## src/sv/m4vt_pkg.sv

```systemverilog
// ----------------------------------------------------------------------------
// m4vt_pkg
// Shared constants, operation codes and the token struct for the 4x4
// matrix by 4-vector transform engine.
// ----------------------------------------------------------------------------
package m4vt_pkg;

    // Default number format: signed Q16.16 in 32-bit words
    localparam int FRAC_BITS_DEF = 16;
    localparam int WORD_BITS_DEF = 32;

    // Matrix geometry
    localparam int NUM_LANES = 4;
    localparam int COL_BITS  = 2;

    // Operation codes
    localparam logic OP_LOAD      = 1'b0;
    localparam logic OP_TRANSFORM = 1'b1;

    // Control part of a word travelling down the chain
    typedef struct packed {
        logic                valid;
        logic                op;
        logic [COL_BITS-1:0] col;
    } tok_t;

endpackage

```

## src/sv/m4vt_sat.sv

```systemverilog
// ----------------------------------------------------------------------------
// m4vt_sat
// Output stage: drops the fraction bits of each row sum, saturates to the
// word range and holds the result word until it is taken.
// ----------------------------------------------------------------------------
module m4vt_sat #(
    parameter int FRAC_BITS = m4vt_pkg::FRAC_BITS_DEF,
    parameter int WORD_BITS = m4vt_pkg::WORD_BITS_DEF,
    parameter int ACC_BITS  = 2 * WORD_BITS + 2
) (
    input  logic                        clk,
    input  logic                        rst_n,
    input  logic                        advance,
    input  m4vt_pkg::tok_t              tok_in,
    input  logic signed [ACC_BITS-1:0]  acc_in   [m4vt_pkg::NUM_LANES],
    output logic                        out_valid,
    output logic signed [WORD_BITS-1:0] out_data [m4vt_pkg::NUM_LANES]
);

    localparam logic signed [WORD_BITS-1:0] W_MAX = {1'b0, {(WORD_BITS-1){1'b1}}};
    localparam logic signed [WORD_BITS-1:0] W_MIN = {1'b1, {(WORD_BITS-1){1'b0}}};
    localparam int UPPER_BITS = ACC_BITS - WORD_BITS + 1;

    logic signed [ACC_BITS-1:0]  shifted  [m4vt_pkg::NUM_LANES];
    logic [UPPER_BITS-1:0]       upper    [m4vt_pkg::NUM_LANES];
    logic signed [WORD_BITS-1:0] sat_next [m4vt_pkg::NUM_LANES];
    logic signed [WORD_BITS-1:0] data_reg [m4vt_pkg::NUM_LANES];
    logic                        valid_reg;

    // Shift toward minus infinity, then clamp when the top bits disagree
    always_comb
    begin
        for (int r = 0; r < m4vt_pkg::NUM_LANES; r++)
        begin
            shifted[r] = acc_in[r] >>> FRAC_BITS;
            upper[r]   = shifted[r][ACC_BITS-1:WORD_BITS-1];
            if ((&upper[r]) || !(|upper[r]))
            begin
                sat_next[r] = shifted[r][WORD_BITS-1:0];
            end
            else if (shifted[r][ACC_BITS-1])
            begin
                sat_next[r] = W_MIN;
            end
            else
            begin
                sat_next[r] = W_MAX;
            end
        end
    end

    // Only transform words yield a result
    always_ff @(posedge clk or negedge rst_n)
    begin
        if (!rst_n)
        begin
            valid_reg <= 1'b0;
        end
        else if (advance)
        begin
            valid_reg <= tok_in.valid && (tok_in.op == m4vt_pkg::OP_TRANSFORM);
        end
    end

    always_ff @(posedge clk)
    begin
        if (advance)
        begin
            for (int r = 0; r < m4vt_pkg::NUM_LANES; r++)
            begin
                data_reg[r] <= sat_next[r];
            end
        end
    end

    assign out_valid = valid_reg;
    assign out_data  = data_reg;

endmodule

```

## config.mk

```make
export PLATFORM = sky130hd
export DESIGN_NAME = m4vt_sat
export DESIGN_NICKNAME = d
export VERILOG_FILES = /design/src/sv/m4vt_pkg.sv /design/src/sv/m4vt_sat.sv
export SDC_FILE = /design/constraint.sdc
export NUM_CORES = 1
export LEC_CHECK = 0
export BUFFER_PORTS_ARGS = -buffer_cell sky130_fd_sc_hd__buf_4
export CAP_MARGIN = 20
export CORE_AREA = 4 4 151 153
export CTS_CLUSTER_DIAMETER = 150
export CTS_CLUSTER_SIZE = 8
export DETAILED_ROUTE_END_ITERATION = 6
export DIE_AREA = 0 0 155 157
export PLACE_DENSITY = 0.54
export SLEW_MARGIN = 20
export SYNTH_ARGS = -nofsm -noshare
export SYNTH_HDL_FRONTEND = slang
export SYNTH_SLANG_ARGS = --single-unit
export TNS_END_PERCENT = 5
```

## constraint.sdc

```tcl
create_clock -name clk -period 1.66 [get_ports clk]
set_input_delay 0.249 -clock clk [delete_from_list [all_inputs] [get_ports clk]]
set_output_delay 0.249 -clock clk [all_outputs]
set_load 0.02 [all_outputs]
```

Word-level counts from Yosys, hierarchy flattened --
Index checks and enable logic that the tools add are counted.
Operators by class: multiplexer cells 8, reductions and logical operators 17
Operator list (count):
- two-way mux 32 bit | 8
- AND reduction 19 bit | 4
- OR reduction 19 bit | 4
- zero test 1 bit | 4
- logical OR 1 bit | 4
- logical AND 1 bit | 1
Word-level totals: register bits 129, input bits 271, output and inout bits 129, logic and storage cells 30

Longest topological paths before layout --
Gate-level depths: netlist of run 1.
word-level depth 4, mapped depth 6, depth with buffers taken out 5

Worst setup path before layout of run 1 --
Ideal clock, no wire load.
kind input -> register, from in acc_in[256] (netlist name), to reg data_reg (netlist bit out_data[100]), data pin, arrival time 1.292 ns, slack 0.113 ns, stages on the path 6, buffers on the path 1, cell sequence nor4_1 nand4_1 nor4_2 a311oi_2 buf_6 a21o_2
RTL lines:
- start, declared | line m4vt_sat.sv:15 | input logic signed [ACC_BITS-1:0] acc_in [m4vt_pkg::NUM_LANES],
- end signal, assigned by index | line m4vt_sat.sv:71 | data_reg[r] <= sat_next[r];
- end, declared | line m4vt_sat.sv:27 | logic signed [WORD_BITS-1:0] data_reg [m4vt_pkg::NUM_LANES];

==> results of run 1 <==
## power breakdown
part / internal [mW] / total, mW / leakage, nW / switching [mW]
Combinational: 0.768 / 1.49 / 2.64 / 0.723
Sequential: 3.87 / 3.95 / 1.27 / 0.0760
Clock: 2.50 / 3.90 / 0.289 / 1.40
Total: 7.14 / 9.34 / 4.19 / 2.20
## kinds of logic (layout without fill, tap and decap cells)
family	Yosys count	after routing
DFF	129	129
and+or+nand+nor	53	53
AOI/OAI and AO/OA	133	133
buffers and inverters	29	392
## routing by layer
metal	up-vias	global-route usage [%]
met2	212	23.9
met4	0	3.70
met1	2132	14.6
met5	-	0
met3	15	6.13
li1	2081	-
## worst max-delay path by stage
stage          depth (start not counted)             to
4_1_cts                                8   out_data[42]
2_1_floorplan                          6  out_data[100]
5_1_grt                                8   out_data[42]
3_5_place_dp                           8   out_data[97]
3_3_place_gp                           8   out_data[97]
6_report                               8  out_data[117]
## cell usage in the layout, fill, tap and decap left out, drive strengths merged, types with 4 or more instances in the layout
cell type  Yosys  final
a21o         124    124
a311oi         4      4
a31o           4      4
and3           4      4
buf           24    359
bufinv         0      4
clkbuf         1     17
clkinv         0      5
clkinvlp       0      4
edfxtp       128    128
nand4         20     20
nor2           8      8
nor4          20     20
## worst max-delay path, stage by stage
cell                       delay, ns
sky130_fd_sc_hd__buf_4          0.11
sky130_fd_sc_hd__nor4_1         0.33
sky130_fd_sc_hd__nand4_1        0.16
sky130_fd_sc_hd__nor4_2         0.14
sky130_fd_sc_hd__buf_4          0.16
sky130_fd_sc_hd__a311oi_4       0.05
sky130_fd_sc_hd__buf_12         0.19
sky130_fd_sc_hd__a21o_2         0.20
## cells in the mapped netlist (all sizes together) (3+ instances only)
cell | instances | area (um2)
edfxtp | 128 | 3840
a21o | 124 | 1050
buf | 24 | 233
nand4 | 20 | 125
nor4 | 20 | 150
nor2 | 8 | 30.0
a311oi | 4 | 53.8
a31o | 4 | 35.0
and3 | 4 | 25.0
dlygate4sd3 | 3 | 30.0
## cell type report
class | count | area, um2
Multi-Input combinational cell | 186 | 1530
Fill cell | 2015 | 12400
Clock buffer | 17 | 425
Clock inverter | 14 | 190
Tap cell | 280 | 350
Sequential cell | 129 | 3870
Inverter | 1 | 3.75
Timing Repair Buffer | 360 | 2830
## flip-flops by register name (all words and copies together), names as in the netlist
name,count
out_data,128
out_valid,1
==> results, run 1 <==
- The final-report setup violation count is 0.
- The predominant post-synthesis flop cell is sky130_fd_sc_hd__edfxtp_1.
- The number of inserted diodes is 0.
- The path with the worst hold slack has its endpoint at out_valid.
- The synthesized instance count is approximately 340.
- The starting utilization of the core area is a little over a quarter.
- For this run the aggregate overflow at the end of global routing stands at 0.
- The number of H-tree branching levels is 4.
- For the finished layout, the period the worst path requires is roughly 1.4 ns.
- The number of DRC violations after detailed-routing iteration 0 is roughly 140.
- The area of the placeable core is around 22000 um2.
- Each instance of the synthesized netlist takes up on average ~16 um2.
- The via count of the first global-routing pass came to between 4000 and 5000.
- The number of buffers created by CTS is 17.
- In this run the horizontal extent of the chip is roughly 160 um.
- The basic-gate share of the synthesized area counting and, or, nand and nor cells is 5.97%.
- The final hold violation count is 0.
- The number of cells in the design after placement is 955.
- The highest achievable clock rate is 700 MHz.
- The final period utilization is a little under nine tenths.
- The worst setup path is captured at a register.
- The net count after synthesis is 615.
- After synthesis the cells add up to approximately 5600 um2.
- Setup slack on the worst reg-to-reg path comes out at between 1 and 1.5 ns.
- The die covers around 24000 um2.
- Data arrives at the worst endpoint at 1.59 ns.
- The sequential element share of the synthesized area is between 60% and 70%.
- The root buffer selected by CTS is sky130_fd_sc_hd__clkbuf_16.
- The maximum vdd ir drop is 0.000724 V.
- The overall power of the completed layout is 9.34 mW.
- The fraction of layout cells with a size suffix above 1 is a little over two thirds.
- Counting flops with an async set or reset pin after synthesis yields a share of less than 1%.
- The fraction of synthesized area in multiplexers is 0%.
- The detailed router put a total of 6510 um of wire on met1.
- The worst hold slack across all endpoints is 0.0964 ns.
- The total half-perimeter wirelength after legalization and detailed placement is ~13000 um.
- The fraction of the mapped netlist area in adder cells is 0%.
- The net count of the finished layout is about 970.
- For this run, the number of Yosys warnings is 0.
- Across the run, the number of max-cap violations was 0.
- After detailed routing, the number of remaining DRC violations is 0.
- The routed wire length on met2 is around 9000 um.
- Clock latency on the worst-skew pair, taken at its later pin, is 0.40 ns.
- The number of clock sinks is 129.
- The top metal layer carrying routed signals is met4.
- The distinct cell type count of the synthesized netlist is 19.
- The core utilization of the finished layout is roughly 43%.
- The dominant combinational cell family by area after synthesis is compound AO/OA/AOI/OAI gates.
- The worst setup path category is input port to register.
- Data on the critical path is required at its endpoint by about 1.8 ns.
- In this run the deepest clock path goes through 2 buffers.
- The count of TritonRoute iterations in the first routing pass is 4.
- Buffers added to address setup during post-CTS repair amount to 0.
- The worst hold path was traced through 3 stages.
- The peak fanout along the critical path is 31.
- The static leakage is 4.19 nW.
- The worst max-slew margin expressed relative to the limit is 70.6%.
- Port buffering added around 330 buffers.
- The average wire per cell in the routed design is around 17 um.
- The parity-gate share of the synthesized area counting xor and xnor cells is 0%.
- Summing the areas of all compound-gate instances in the mapped netlist gives about a fifth of the synthesized area.
- In this run the critical register-to-register path is captured at out_valid.
- Entering global routing, the biggest net connects between 60 and 70 pins.
- Dividing total power by cell area gives a power density of slightly above 1000 nW/um2.
- Setup repair after global routing left no endpoint under its margin.
- The min-delay analysis places its worst path in the category input port to register.
- The floorplan has 54 rows.
- Summing all non-filler instances in the final layout gives an area of slightly above 9000 um2.
- The total via count in the routed design is approximately 4400.
- The final wirelength is between 15000 and 20000 um.
- TritonCTS built the clock tree.
- The finished layout holds around 990 standard cells, fillers aside.
- The run finished with clean final reports.
- After clock tree synthesis, the flow added hold-fix buffers numbering 1.
- The die outline height is 157 um.
- The most critical setup path has its startpoint at acc_in[256].
- From synthesis to final layout, the design area changed by 63.8%.
- After clock tree synthesis, the repair step resized 0 gates.
- The synthesized design contains about 130 register bits.
- The worst hold path begins at tok_in[2].
- In the post-route analysis, the smallest setup slack over all paths is between 0.2 and 0.25 ns.
- After clock tree synthesis, the clock-pin slew on the worst setup and hold paths is 0.06 ns.
- The total global routing track utilization is 13.5%.
- The number of enable flip-flop cells after synthesis is 128.
- The depth of the worst register-to-register path is 2.
- The minimum setup slack after placement is -0.189 ns.
- During I/O placement, the number of pins put on the boundary was 400.
- The first global-routing pass estimated ~25000 um of wire.
- The weighted congestion at the end of routability-driven global placement is between 0.9 and 1.
- The number of nets still failing antenna checks after routing is 0.
- The max-slew violation count is 0.
- The startpoint identified for the worst register-to-register timing path is out_valid.
- The per-cell via count in the routed design is ~4.5.
- Wire segments on met3 add up to about 1700 um in the final route.
- The worst setup skew after layout is 0 ns.
- At the pin with the least slew margin, the transition time is 0.441 ns.
- The initial antenna violation count is 0.
- In the final timing run, aggregate negative setup slack is 0 ns.
- Summing all placed instances gives a cell area of roughly 8600 um2.
- The critical path startpoint category is an input port.
Note: power is estimated with default switching activity, not from simulation.
==> run 2, diff against run 1 <==
==> constraint.sdc (replaced) <==
create_clock -name clk -period 1.66 [get_ports clk]
set_input_delay 0.498 -clock clk [delete_from_list [all_inputs] [get_ports clk]]
set_output_delay 0.498 -clock clk [all_outputs]
set_load 0.02 [all_outputs]
==> results, run 2 (same netlist as run 1, synthesis figures left out) <==
- The number of cells in the design after placement is 957 (was 955).
- The total half-perimeter wirelength after legalization and detailed placement is 13500 um (was 13400 um).
- The worst endpoint required time is 1.82 ns (about the same).
- The reported max-cap violation count is 0 (unchanged).
- The number of inserted diodes is 0 (unchanged).
- The global-route congestion overflow total came to 0 (unchanged).
- The final reports fail on setup timing.
- The master of the slowest instance on the critical path is sky130_fd_sc_hd__nor4_2 (was sky130_fd_sc_hd__nor4_1).
- The root buffer selected by CTS was sky130_fd_sc_hd__clkbuf_16 (unchanged).
- The met3 track demand over resource in global routing is 5.36% (was 6.13%).
- The worst-skew pair later-pin latency is 0.40 ns (about the same).
- The startpoint of the worst-slack reg-to-reg timing path is out_valid (unchanged).
- The category of the worst setup path capture point is a register (unchanged).
- The number of H-tree branching levels was 4 (unchanged).
- The fraction of layout cells with a size suffix above 1 is 72.2% (was 69.9%).
- The termination of the worst setup path was out_data[61] (was out_data[117]).
- The number of clock sinks is 129 (unchanged).
- The number of buffers created by CTS is 17 (unchanged).
- The area of the die is 24300 um2 (unchanged).
- The source of the critical timing path is acc_in[120] (was acc_in[256]).
- The peak fanout along the critical path is 8 (was 31).
- The static leakage came to 4.26 nW (was 4.19 nW).
- The final cell count without fillers was 993 (was 987).
- Critical-path cell list: buf_4 -> nor4_2 -> nand4_1 -> nor4_2 -> buf_4 -> a311oi_4 -> buf_2 -> a21o_2 (was buf_4 -> nor4_1 -> nand4_1 -> nor4_2 -> buf_4 -> a311oi_4 -> buf_12 -> a21o_2).
- The global-route met2 utilization is 24.5% (was 23.9%).
- The worst setup path category is input port to register (unchanged).
- The switching power share of the total is 25.3% (was 23.5%).
- The CTS tree is built (unchanged).
- The weighted congestion at the end of routability-driven global placement came to 0.902 (was 0.948).
- The arrival time of data at the critical path endpoint is 1.84 ns (was 1.59 ns).
- The minimum setup slack among reg-to-reg paths is 1.03 ns (about the same).
- The post-layout worst setup margin is -0.0258 ns (was 0.232 ns).
- The pin count of the biggest net entering global routing is 65 (was 67).
- The most common library cell in the layout ignoring fill and taps is sky130_fd_sc_hd__buf_4 (unchanged).
- The critical register-to-register path endpoint is out_valid (unchanged).
- The count of filler cells inserted in the layout is 1960 (was 2015).
- The maximum clock path buffer count is 2 (unchanged).
- The power share of the clock group came to 39.5% (was 41.8%).
- The number of nets still failing antenna checks after routing is 0 (unchanged).
- The share of power burned in registers is 43.3% (was 42.3%).
- Most frequent cells in the layout: sky130_fd_sc_hd__buf_4, sky130_fd_sc_hd__edfxtp_1, sky130_fd_sc_hd__a21o_2, sky130_fd_sc_hd__a21o_1, sky130_fd_sc_hd__nand4_1 (unchanged).
- The number of DRC violations after detailed-routing iteration 0 is 143 (was 135).
- The count of standard-cell rows is 54 (unchanged).
- The worst setup skew after layout came to 0 ns (unchanged).
- The depth of the worst register-to-register path is 2 (unchanged).
- The die outline height is 157 um (unchanged).
- The via count of the first global-routing pass was 4764 (was 4747).
- The critical path startpoint category is an input port (unchanged).
- The share of power burned in combinational logic is 17.2% (was 16.0%).
- The cell internal power dissipation is 6.80 mW (was 7.14 mW).
- The total DRC errors in the routed layout came to 0 (unchanged).
- The per-cell via count in the routed design is 4.50 (about the same).
- The routing usage on met1 is 14.5% (was 14.6%).
- The number of top-level pins is 400 (unchanged).
- The final critical-path required period is 1.69 ns (was 1.43 ns).
- The highest achievable clock rate is 593 MHz (was 700 MHz).
- The minimum setup slack after placement is -0.486 ns (was -0.189 ns).
- The area added between synthesis and finish came to 69.2% (was 63.8%).
- The final hold violation count is 0 (unchanged).
- The wire length of the first global-routing pass was 25800 um (was 25500 um).
- The number of flip-flops in the largest register is 128 (unchanged).
- Run status: finished with violations (was finished, final reports clean).
- The average wire per cell in the routed design came to 18.0 um (was 17.5 um).
- The layer with the highest usage after global routing was met2 (unchanged).
- The total via count in the routed design is 4471 (was 4440).
- The horizontal die dimension is 155 um (unchanged).
- The area of the placeable core is 21600 um2 (unchanged).
- The maximum vdd ir drop came to 0.000619 V (was 0.000724 V).
- The switching power summed over all nets is 2.31 mW (was 2.20 mW).
- The total global routing track utilization is 13.6% (was 13.5%).
- The number of buffer cells added on primary ports is 333 (unchanged).
- The overall power of the completed layout is 9.11 mW (was 9.34 mW).
- The source of the worst hold timing path is tok_in[2] (unchanged).
- The classification of the worst-slack hold path was input port to register (unchanged).
- The final wirelength is 17800 um (was 17200 um).
- The power per unit of standard cell area came to 959 nW/um2 (was 1020 nW/um2).
- The number of nets in the layout was 971 (was 966).
- The starting utilization of the core area is 26.1% (unchanged).
- The worst max-slew margin expressed relative to the limit came to 50.8% (was 70.6%).
- The final-report setup violation count was 10 (was 0).
- The initial antenna violation count came to 0 (unchanged).
- The count of TritonRoute iterations in the first routing pass is 4 (unchanged).
- The max-slew violation count is 0 (unchanged).
- The maximum single-stage delay on the critical path is 0.29 ns (was 0.33 ns).
- RSZ-0062 raised after global routing: yes (was no).
- The final period utilization is 102% (was 86.0%).
- The pin slew with the least headroom to its limit was 0.739 ns (was 0.441 ns).
- The post-CTS clock slew at the launch and capture registers of the worst setup and hold paths was 0.06 ns (about the same).
[run 2: critical path, delay by kind of cell]
family | cells | cell delay, ns
AO/OA/AOI/OAI | 2 | 0.25
buffers and inverters | 3 | 0.49
AND/OR/NAND/NOR | 3 | 0.59
[run 2: timing repair]
| action | in CTS | in global routing |
|---|---|---|
| pin swaps | 1 | 4 |
| gates resized for setup | 7 | 35 |
| gates cloned | 1 | 1 |
| buffers inserted | 0 | 1 |
| endpoints found under the hold margin | 1 | 0 |
| setup endpoints to repair | 50 | 120 |
| hold buffers | 1 | 0 |
[run 2: final cells by class]
type / instances / area, um2 / share of cell area (%)
multi-input combinational: 186 / 1740 / 18.3
clock buffer: 19 / 443 / 4.66
inverter: 1 / 3.75 / 0.0395
timing repair buffer: 365 / 2970 / 31.2
tap: 280 / 350 / 3.69
clock inverter: 13 / 128 / 1.34
sequential: 129 / 3870 / 40.7
[run 2: per-stage QoR]
| stage | TNS, ns | hold slack, ns | instance area [um2] | utilization (%) |
|---|---|---|---|---|
| after floorplan | -14.12 | 0.202 | 5650 | - |
| after global placement | -55.65 | 0.273 | 8650 | 40.1 |
| after detailed placement | -51.84 | 0.274 | 8660 | 40.2 |
| after CTS | 0 | 0.311 | 9280 | 43.1 |
| after global routing | -7.35 | 0.341 | 9500 | 44.1 |
| final | -0.157 | 0.331 | 9500 | 44.1 |
[run 2: worst min path at each step]
stage	depth (start not counted)	slack, ns	end
detailed placement	1	0.27	out_valid
global route	2	0.34	out_data[108]
finish	3	0.33	out_valid
floorplan	0	0.20	out_valid
CTS	3	0.31	out_valid
global placement	1	0.27	out_valid
[run 2: routing by layer]
metal	routed length, um	share of wire [%]
met5	0	0
met1	6360	36
met3	1820	10
met2	9380	53
met4	262	1.5
[run 2: power groups by stage]
stage / logic, mW / registers, mW / clock network [mW]
after floorplan: 0.221 / 4.34 / 0
after global placement: 1.50 / 4.01 / 0
after detailed placement: 1.52 / 4.02 / 0
after CTS: 1.53 / 3.95 / 3.72
after global routing: 1.66 / 3.97 / 3.89
final: 1.57 / 3.95 / 3.59
